[src/lrufro_pkg.sv]
// ----------------------------------------------------------------------------
// lrufro_pkg: shared types for the LRU frame replacement order block
// Holds the command codes, controller states and the controller/datapath
// command and status groups.
// ----------------------------------------------------------------------------
package lrufro_pkg;

  localparam int FIELD_W = 7;

  // request command codes
  localparam logic CMD_TOUCH  = 1'b0;
  localparam logic CMD_VICTIM = 1'b1;

  typedef enum logic [1:0] {
    ST_CLEAR,
    ST_IDLE,
    ST_LINK,
    ST_FRONT
  } state_t;

  // controller -> datapath
  typedef struct packed {
    logic clear_step;  // write one entry of the reset pattern
    logic accept;      // latch request, issue link reads
    logic link_step;   // unlink target from its neighbours
    logic front_step;  // link target in front of the head
  } dp_cmd_t;

  // datapath -> controller
  typedef struct packed {
    logic clear_last;  // final entry of the reset pattern
    logic skip;        // request leaves the order unchanged
    logic is_victim;   // latched request is a victim request
    logic out_free;    // output register can take a result
  } dp_status_t;

endpackage

[src/lrufro_ram.sv]
// ----------------------------------------------------------------------------
// lrufro_ram: generic single-write, single-read RAM
// One write port, one read port, read data registered.
// ----------------------------------------------------------------------------
module lrufro_ram #(
  parameter int WIDTH = 7,
  parameter int DEPTH = 128
) (
  input  logic                     clk,
  input  logic                     we,
  input  logic [$clog2(DEPTH)-1:0] waddr,
  input  logic [WIDTH-1:0]         wdata,
  input  logic [$clog2(DEPTH)-1:0] raddr,
  output logic [WIDTH-1:0]         rdata
);

  logic [WIDTH-1:0] mem [DEPTH];

  always_ff @(posedge clk) begin
    if (we) begin
      mem[waddr] <= wdata;
    end
    rdata <= mem[raddr];
  end

endmodule

[src/lrufro_ctrl.sv]
// ----------------------------------------------------------------------------
// lrufro_ctrl: sequencing controller
// Runs the clearing pass after reset, then steps each order-changing request
// through accept, unlink and move-to-front; other requests end at accept.
// ----------------------------------------------------------------------------
module lrufro_ctrl
  import lrufro_pkg::*;
(
  input  logic       clk,
  input  logic       rst,
  input  logic       s_tvalid,
  output logic       s_tready,
  input  dp_status_t st,
  output dp_cmd_t    cmd
);

  state_t state, state_next;

  always_ff @(posedge clk) begin
    if (rst) begin
      state <= ST_CLEAR;
    end else begin
      state <= state_next;
    end
  end

  always_comb begin
    state_next = state;
    cmd        = '0;
    s_tready   = 1'b0;
    unique case (state)
      ST_CLEAR: begin
        cmd.clear_step = 1'b1;
        if (st.clear_last) begin
          state_next = ST_IDLE;
        end
      end
      ST_IDLE: begin
        s_tready = 1'b1;
        if (s_tvalid) begin
          cmd.accept = 1'b1;
          if (!st.skip) begin
            state_next = ST_LINK;
          end
        end
      end
      ST_LINK: begin
        cmd.link_step = 1'b1;
        state_next    = ST_FRONT;
      end
      ST_FRONT: begin
        // a victim waits here until the output register is free
        if (!st.is_victim || st.out_free) begin
          cmd.front_step = 1'b1;
          state_next     = ST_IDLE;
        end
      end
      default: begin
        state_next = ST_CLEAR;
      end
    endcase
  end

endmodule

[src/lrufro_dp.sv]
// ----------------------------------------------------------------------------
// lrufro_dp: link store datapath
// Next and previous link RAMs, head and tail registers, target latch and
// the result register.
// ----------------------------------------------------------------------------
module lrufro_dp
  import lrufro_pkg::*;
#(
  parameter int FRAMES = 128
) (
  input  logic               clk,
  input  logic               rst,
  input  dp_cmd_t            cmd,
  output dp_status_t         st,
  input  logic               command,
  input  logic [FIELD_W-1:0] frame_index,
  input  logic               m_tready,
  output logic               m_tvalid,
  output logic [FIELD_W-1:0] victim_frame
);

  localparam int LW = $clog2(FRAMES);
  localparam logic [LW-1:0] LAST = LW'(FRAMES - 1);

  logic [LW-1:0] head, tail, tgt, clr_idx;
  logic          vic;
  logic          out_valid;
  logic [FIELD_W-1:0] out_frame;

  logic [LW-1:0] tgt_in;
  logic          in_range;

  logic          nx_we, pv_we;
  logic [LW-1:0] nx_waddr, nx_wdata, pv_waddr, pv_wdata;
  logic [LW-1:0] nx_rdata, pv_rdata;
  logic          at_tail;

  // victim requests always act on the tail
  assign tgt_in   = (command == CMD_VICTIM) ? tail : LW'(frame_index);
  assign in_range = 32'(frame_index) < FRAMES;
  assign at_tail  = (tgt == tail);

  assign st.clear_last = (clr_idx == LAST);
  assign st.skip       = (command == CMD_TOUCH) && (!in_range || tgt_in == head);
  assign st.is_victim  = vic;
  assign st.out_free   = !out_valid || m_tready;

  assign m_tvalid     = out_valid;
  assign victim_frame = out_frame;

  // write port selection; pv_rdata is the predecessor, nx_rdata the successor
  always_comb begin
    nx_we    = 1'b0;
    pv_we    = 1'b0;
    nx_waddr = tgt;
    nx_wdata = head;
    pv_waddr = head;
    pv_wdata = tgt;
    priority if (cmd.clear_step) begin
      nx_we    = 1'b1;
      pv_we    = 1'b1;
      nx_waddr = clr_idx;
      pv_waddr = clr_idx;
      nx_wdata = (clr_idx == LAST) ? '0 : LW'(clr_idx + 1'b1);
      pv_wdata = (clr_idx == '0) ? LAST : LW'(clr_idx - 1'b1);
    end else if (cmd.link_step) begin
      nx_we    = !at_tail;
      pv_we    = !at_tail;
      nx_waddr = pv_rdata;
      nx_wdata = nx_rdata;
      pv_waddr = nx_rdata;
      pv_wdata = pv_rdata;
    end else if (cmd.front_step) begin
      nx_we = 1'b1;
      pv_we = 1'b1;
    end else begin
      nx_we = 1'b0;
    end
  end

  lrufro_ram #(.WIDTH(LW), .DEPTH(FRAMES)) u_next_ram (
    .clk   (clk),
    .we    (nx_we),
    .waddr (nx_waddr),
    .wdata (nx_wdata),
    .raddr (tgt_in),
    .rdata (nx_rdata)
  );

  lrufro_ram #(.WIDTH(LW), .DEPTH(FRAMES)) u_prev_ram (
    .clk   (clk),
    .we    (pv_we),
    .waddr (pv_waddr),
    .wdata (pv_wdata),
    .raddr (tgt_in),
    .rdata (pv_rdata)
  );

  always_ff @(posedge clk) begin
    if (rst) begin
      head      <= '0;
      tail      <= LAST;
      clr_idx   <= '0;
      vic       <= 1'b0;
      out_valid <= 1'b0;
    end else begin
      if (cmd.clear_step && clr_idx != LAST) begin
        clr_idx <= LW'(clr_idx + 1'b1);
      end
      if (cmd.accept) begin
        vic <= (command == CMD_VICTIM);
      end
      if (cmd.link_step && at_tail) begin
        tail <= pv_rdata;
      end
      if (cmd.front_step) begin
        head <= tgt;
      end
      if (cmd.front_step && vic) begin
        out_valid <= 1'b1;
      end else if (m_tready) begin
        out_valid <= 1'b0;
      end
    end
  end

  always_ff @(posedge clk) begin
    if (cmd.accept) begin
      tgt <= tgt_in;
    end
    if (cmd.front_step && vic) begin
      out_frame <= FIELD_W'(tgt);
    end
  end

endmodule

[src/lru_frame_replacement_order.sv]
// ----------------------------------------------------------------------------
// lru_frame_replacement_order: LRU order over physical frames
// Keeps a recency order as a doubly linked list in next/previous link RAMs
// with head (most recent) and tail (least recent) registers. Touch moves a
// frame to the head; victim moves the tail to the head and reports it.
// ----------------------------------------------------------------------------
//
//  channel  dir  tdata                      tuser
//  s_*      in   [6:0] frame_index          [0] command (0 touch, 1 victim)
//  m_*      out  [6:0] victim_frame         -
//
//  Steps: an order-changing request passes accept with link reads, unlink and
//  link in front of the head, set by one write port per link RAM; a touch of
//  the head or of a frame at or beyond FRAMES ends at accept.
//  Reset: a clearing pass over every frame loads the initial order; no request is
//  taken meanwhile. Stalls: a victim holds in its final step while the last
//  result still waits in the output register; m_tready blocks nothing else.
//
module lru_frame_replacement_order
  import lrufro_pkg::*;
#(
  parameter int FRAMES = 128
) (
  input  logic       clk,
  input  logic       rst,
  input  logic       s_tvalid,
  output logic       s_tready,
  input  logic [7:0] s_tdata,   // [6:0] frame_index, [7] zero
  input  logic [0:0] s_tuser,   // [0] command
  output logic       m_tvalid,
  input  logic       m_tready,
  output logic [7:0] m_tdata    // [6:0] victim_frame, [7] zero
);

  dp_cmd_t            cmd;
  dp_status_t         st;
  logic [FIELD_W-1:0] victim_frame;

  lrufro_ctrl u_ctrl (
    .clk      (clk),
    .rst      (rst),
    .s_tvalid (s_tvalid),
    .s_tready (s_tready),
    .st       (st),
    .cmd      (cmd)
  );

  lrufro_dp #(.FRAMES(FRAMES)) u_dp (
    .clk          (clk),
    .rst          (rst),
    .cmd          (cmd),
    .st           (st),
    .command      (s_tuser[0]),
    .frame_index  (s_tdata[FIELD_W-1:0]),
    .m_tready     (m_tready),
    .m_tvalid     (m_tvalid),
    .victim_frame (victim_frame)
  );

  // pad the result to a whole byte
  assign m_tdata = {1'b0, victim_frame};

endmodule
[config.mk]
export PLATFORM = sky130hd
export DESIGN_NAME = lru_frame_replacement_order
export DESIGN_NICKNAME = d
export VERILOG_FILES = /design/src/lrufro_pkg.sv /design/src/lrufro_ram.sv /design/src/lrufro_ctrl.sv /design/src/lrufro_dp.sv /design/src/lru_frame_replacement_order.sv
export SDC_FILE = /design/constraint.sdc
export NUM_CORES = 2
export LEC_CHECK = 0
export BUFFER_PORTS_ARGS = -buffer_cell sky130_fd_sc_hd__buf_2
export CORE_ASPECT_RATIO = 1.4
export CORE_MARGIN = 10
export CORE_UTILIZATION = 25
export CTS_CLUSTER_SIZE = 20
export DETAILED_ROUTE_END_ITERATION = 16
export HOLD_SLACK_MARGIN = 0.15
export PLACE_DENSITY = 0.41
export SLEW_MARGIN = 40
export SYNTH_ARGS = -nofsm -noshare
export SYNTH_HDL_FRONTEND = slang
export SYNTH_SLANG_ARGS = --single-unit
[constraint.sdc]
create_clock -name clk -period 8.83 [get_ports clk]
set_clock_uncertainty 0.2 [all_clocks]
set_input_delay 2.649 -clock clk [delete_from_list [all_inputs] [get_ports clk]]
set_output_delay 2.649 -clock clk [all_outputs]
set_load 0.02 [all_outputs]
Word-level counts from Yosys, hierarchy flattened. Memories as Yosys holds them, arrays and structs flattened. A register that Yosys moved wholly into a read port is not among the register bits. Cells that the tools add are included.

Output and inout bits: 10. Memories: 2. Input bits: 13. Memory bits (writable): 1792. Logic and storage cells: 65. Flip-flop bits (word level): 39.

Memories: u_dp.u_next_ram.mem (words 128, bits a word 7, read ports 1, clocked after Yosys merged registers in 1, write ports 1, RTL line lrufro_ram.sv:17) `logic [WIDTH-1:0] mem [DEPTH];`; u_dp.u_prev_ram.mem (words 128, bits a word 7, read ports 1, clocked after Yosys merged registers in 1, write ports 1, RTL line lrufro_ram.sv:17).

Mux-type cells: 28. Equality and inequality tests: 11. Bitwise operators: 1. Reduce and logical (&&, ||, !) cells: 13. Add/subtract/negate cells: 2.

Operator list (count): 2-to-1 mux 7 bit (9); equality test 7 bit (2); 2-to-1 mux 1 bit (14); 2-to-1 mux 2 bit (4); case mux 2 bit (4 select lines) (1); adder 7 x 1 -> 7 bit, second input constant (1); equality test 7 bit, second input constant (1); zero test 7 bit (1); inequality test 7 bit, second input constant (1); subtractor 7 x 1 -> 7 bit, second input constant (1); inequality test 2 bit, second input constant (3); equality test 2 bit, second input constant (2); logical AND 1 bit (4); AND reduction 4 bit (1); zero test 1 bit (3); equality test 2 x 1 -> 1 bit, second input constant (1); zero test 2 bit (1); logical OR 1 bit (2); inequality test 2 x 1 -> 1 bit, second input constant (1); nonzero test 2 bit (1); inverter 1 bit (1).

Logic depth before layout (Yosys ltp).
Depth after elaboration: 10. Depth in mapped cells: 14. Gate-level depth less buffers: 9.

By module. From an unflattened synthesis, not the netlist that was laid out.

Cells, all modules: 3175. Area, all modules: 72065.4 sq um.

Modules (own cells, without submodules): lrufro_ram (cells an instance 1453, instances 2, area an instance 34807.1 sq um, sequential area each 27045.9 sq um); lrufro_dp (cells an instance 245, instances 1, area an instance 2220.9 sq um, sequential area each 880.8 sq um); lrufro_ctrl (cells an instance 22, instances 1, area an instance 219.0 sq um, sequential area each 40.0 sq um); lru_frame_replacement_order (cells an instance 2, instances 1, area an instance 11.3 sq um, sequential area each 0.0 sq um).

Worst setup path after synthesis. Ideal clock, no wire load.

Path type: reg-to-reg. Start: register u_ctrl.state[0]. End: memory u_dp.u_next_ram.mem[0][1], data pin. Clock period less this slack: 7601 ps. Slack: 1229 ps. Arrival: 6204 ps. Path buffers: 3. Setup time: 1197 ps. Cell stages (with the launch flop): 7. Data required time: 7433 ps. Path through: dfxtp_1 -> inv_1 -> ha_1 -> clkbuf_1 -> clkbuf_1 -> clkbuf_1 -> o21ai_0.

Word-level cells in the longest chain between the ends: 4. Elaborated cells on any way between the ends: 6. Those cells by class: 1 x eq/ne; 4 x mux; 1 x reduce/logical.

Ends and longest elaborated chain: from (decl) (RTL line lrufro_ctrl.sv:17) `state_t state, state_next;`; from (signal assigned) (RTL line lrufro_ctrl.sv:23) `state <= state_next;`; equality test 2 bit (RTL line lrufro_ctrl.sv:31) `unique case (state)`; 2-to-1 mux 1 bit (RTL line lrufro_ctrl.sv:31); 2-to-1 mux 7 bit (RTL line lrufro_dp.sv:66) `end else if (cmd.link_step) begin`; 2-to-1 mux 7 bit * (RTL line lrufro_dp.sv:59) `priority if (cmd.clear_step) begin`; named net u_dp.nx_wdata[1] (RTL line lrufro_dp.sv:34) `logic [LW-1:0] nx_waddr, nx_wdata, pv_waddr, pv_wdata;`; to (decl) (RTL line lrufro_ram.sv:17).

The timed path passes the listed nets; every way through them passes the cells marked *.

Final worst setup path.
Start: input s_tuser. End: register u_dp.u_prev_ram.rdata[3] (read register of u_dp.u_prev_ram.mem).

Word-level cells in the longest chain between the ends: 1.

Ends and longest elaborated chain: from (decl) (RTL line lru_frame_replacement_order.sv:29) `input logic [0:0] s_tuser,`; 2-to-1 mux 7 bit (RTL line lrufro_dp.sv:39) `assign tgt_in = (command == CMD_VICTIM) ? tail : LW'(frame_index);`; to (decl) (RTL line lrufro_ram.sv:14) `output logic [WIDTH-1:0] rdata`.

No other way between the ends. A chain may end at the register's enable or synchronous reset.

==> metrics.txt <==
outcome=finished clean; aggregate global-route resource usage=13.58%; Die H=660.3 um; total number of yosys warnings=0; Mapped Nets=5132; Die Width=477.4 um; sequential fraction of the synthesis area=75.14%; CP max FO=26; Synth async-reset ratio=0%; CP cell instances=buf_2 -> mux2i_4 -> inv_2 -> nor2_2 -> buf_4 -> a32oi_1 -> a31oi_1 -> o211ai_1 -> or4b_1; EDFF count, synth=1806; WL final=222.6 mm; Period Utilization, post-route=70.86%; clock transition at the registers of the reported paths=0.06 ns; clk root buf=clkbuf_16; R2R Path End=u_dp.u_next_ram.mem[80][6]; fill cell count=29590; Netlist Area Pre-Place=73210 sq um; PD cells=290.3 nW/um^2; gr ovfl total=0; CTS resizes=0; post-synthesis register bit count=1845; Vias=42340; ANT nets after route=0; crit end category=flip-flop; Site Rows=235; number of port buffers=20; maximum VDD drop=0.2391 mV; worst reg-to-reg path cell count=8; Mapped Cells=5112; setup TNS=0 ns; Area Growth Syn to Fin=15.11%; DRT Pass-1 Iters=7; total number of H-tree levels=4; largest net degree at the start of global routing=162; HPWL after DPL=138.4 mm; final core occ=28.83%; Starting Density=25.05%; Hold Crit Depth=2; vias in the first global route=42440; leakage power=27.18 nW; worst-margin pin slew=1.017 ns; CTS Buf Count=184; DRC viols=0; worst hold path class=flip-flop to flip-flop; maxcap violations=0; share of layout cells above drive strength 1=10.94%; Max Fclk=159.8 MHz; hold_buf cts=0; Clock Latency Late Sink=0.86 ns; DR vias/cell=4.599; CTS Sinks=1845; die area=315200 sq um; post-synth cell types=59; r2r startpoint=u_ctrl.state[0]; critical-path cell with the highest stage delay=mux2i_4; Worst slew margin=31.88%; initial antenna violation count=11; postcts setup bufs=0; fin. max-slew vios=0; first-pass GRT wire length=317.1 mm; R2R Setup Slk=4.34 ns; CTS Buffer Depth=4; worst hold start=u_dp.u_prev_ram.rdata[3]; WS Path Type=primary input to flip-flop; final non-filler cell total=9207; post-synthesis area per instance=14.32 sq um; WL per Instance=24.18 um; max incr delay on CP=0.76 ns; placed insts=8878; Final Hold Viols=0; io pins=23; hold path endpoint=u_dp.tail[3]; Nets=5175; DRT iter0 DRCs=3093; crit start category=primary input; final-report setup violation count=0; RePlAce Congestion=0.7932; RSZ-0062 raised after global routing=false; WP data arrival=6.75 ns; core area=292300 sq um; Synth Flop Type=edfxtp_1; Final Critical Period=6.257 ns; CTS tree=built; CP required=9.32 ns
## sequential cells by signal, summed over array words and instances, names as in the netlist
name	count
u_dp.u_next_ram.mem	896
u_dp.u_prev_ram.mem	896
u_dp.vic	1
u_dp.m_tvalid	1
u_dp.tail	7
u_dp.tgt	7
u_ctrl.state	2
u_dp.head	7
u_dp.victim_frame	7
u_dp.u_next_ram.rdata	7
u_dp.u_prev_ram.rdata	7
u_dp.clr_idx	7
## layout by cell type (no fill, tap or decap), types with 16 or more instances in the layout
cell	instances
a22o_1	26
nand2_1	1274
a21oi_1	175
nor2_1	307
edfxtp_1	1806
clkbuf_16	187
clkinv_2	33
mux2i_1	110
o21ai_0	31
a2111oi_0	23
clkbuf_1	39
a32oi_1	67
a31oi_1	81
nor2_2	16
mux4_2	99
o2111ai_1	27
buf_2	20
dfxtp_1	39
a311oi_1	54
nor4_1	29
nand3_1	198
nor2b_1	18
buf_4	114
clkinv_1	46
and3_1	120
nand2b_1	18
nand4_1	24
xnor2_1	19
## final cells by class
class | count | area (sq um) | share of cell area [%]
sequential | 1845 | 55010 | 65.28
multi-input combinational | 2938 | 17190 | 20.40
tap | 3910 | 4892 | 5.805
clock buffer | 229 | 4867 | 5.775
timing repair buffer | 167 | 1550 | 1.840
clock inverter | 93 | 648.1 | 0.7691
inverter | 19 | 96.34 | 0.1143
antenna | 6 | 15.01 | 0.01782
## per-stage QoR
step	power [mW]	setup WS, ns	area (sq um)	hold WS, ns
finish	24.46	2.573	84270	0.3028
global route	25.38	2.479	84260	0.3234
CTS	24.89	2.574	84210	0.2953
detailed placement	17.40	1.716	78700	0.2811
global placement	17.09	1.589	78260	0.2689
floorplan	14.70	1.229	73210	0.2496
## worst max-delay path by stage
stage	start	end	slack (ns)	depth (start not counted)
after floorplan	u_ctrl.state[0]	u_dp.u_next_ram.mem[0][1]	1.23	6
after global placement	s_tuser	u_dp.u_prev_ram.rdata[3]	1.59	10
after detailed placement	s_tuser	u_dp.u_prev_ram.rdata[3]	1.72	10
after CTS	s_tuser	u_dp.u_prev_ram.rdata[3]	2.57	10
after global routing	s_tuser	u_dp.u_prev_ram.rdata[3]	2.48	10
final	s_tuser	u_dp.u_prev_ram.rdata[3]	2.57	9
## critical path, delay by kind of cell
family                 cells  cell delay (ns)
buffers and inverters      3             1.22
multiplexers               1             0.76
AND/OR/NAND/NOR            2             0.77
AO/OA/AOI/OAI              3             1.28
## power by group
part	total, mW	switching, mW	leakage, nW	internal, mW
Sequential	12.1	0.103	16.7	12.0
Combinational	4.93	4.12	7.75	0.815
Clock	7.47	3.34	2.71	4.12
Total	24.5	7.56	27.2	16.9
## cell families (layout without fill, tap and decap cells)
family	after synthesis	in the layout	share of synthesized area, %
simple gates	2054	2054	11.81
flops	1845	1845	75.14
compound gates	628	628	5.947
buf+inv	329	508	1.909
mux	221	221	4.751
xor+xnor	27	27	0.3230
fa+ha+maj	7	7	0.1196
other cells	1	7	0.005122
## layer usage
metal	global-route usage, %	part of all wire (%)
met1	16.52	40
met2	24.58	52
met3	1.512	3.7
met4	5.161	3.9
met5	0	0.0058
## synthesized netlist by cell type, drive strengths merged, types with 5 or more instances
| cell type | count | area (sq um) |
|---|---|---|
| edfxtp | 1806 | 54230 |
| nand2 | 1274 | 4782 |
| nor2 | 328 | 1239 |
| nand3 | 198 | 991.0 |
| a21oi | 184 | 920.9 |
| clkbuf | 180 | 675.7 |
| buf | 130 | 650.6 |
| and3 | 120 | 750.7 |
| mux2i | 116 | 1181 |
| mux4 | 99 | 2230 |
| a31oi | 81 | 506.7 |
| a32oi | 67 | 586.8 |
| a311oi | 54 | 473.0 |
| o21ai | 40 | 200.2 |
| dfxtp | 39 | 780.8 |
| nor4 | 29 | 181.4 |
| a2111oi | 28 | 245.2 |
| o2111ai | 27 | 236.5 |
| a22o | 26 | 227.7 |
| nand2b | 24 | 150.1 |
| nand4 | 24 | 150.1 |
| o22ai | 19 | 118.9 |
| xnor2 | 19 | 166.4 |
| inv | 18 | 67.56 |
| nor2b | 18 | 112.6 |
| a22oi | 15 | 112.6 |
| a221o | 14 | 140.1 |
| o211ai | 14 | 105.1 |
| a21boi | 13 | 97.59 |
| a221oi | 13 | 113.9 |
| a41oi | 13 | 113.9 |
| or4b | 13 | 130.1 |
| a211oi | 12 | 90.09 |
| nor3 | 10 | 50.05 |
| xor2 | 8 | 70.07 |
| ha | 7 | 87.58 |
| mux2 | 6 | 67.56 |
| and2 | 5 | 31.28 |
(Power assumes the default switching activity.)
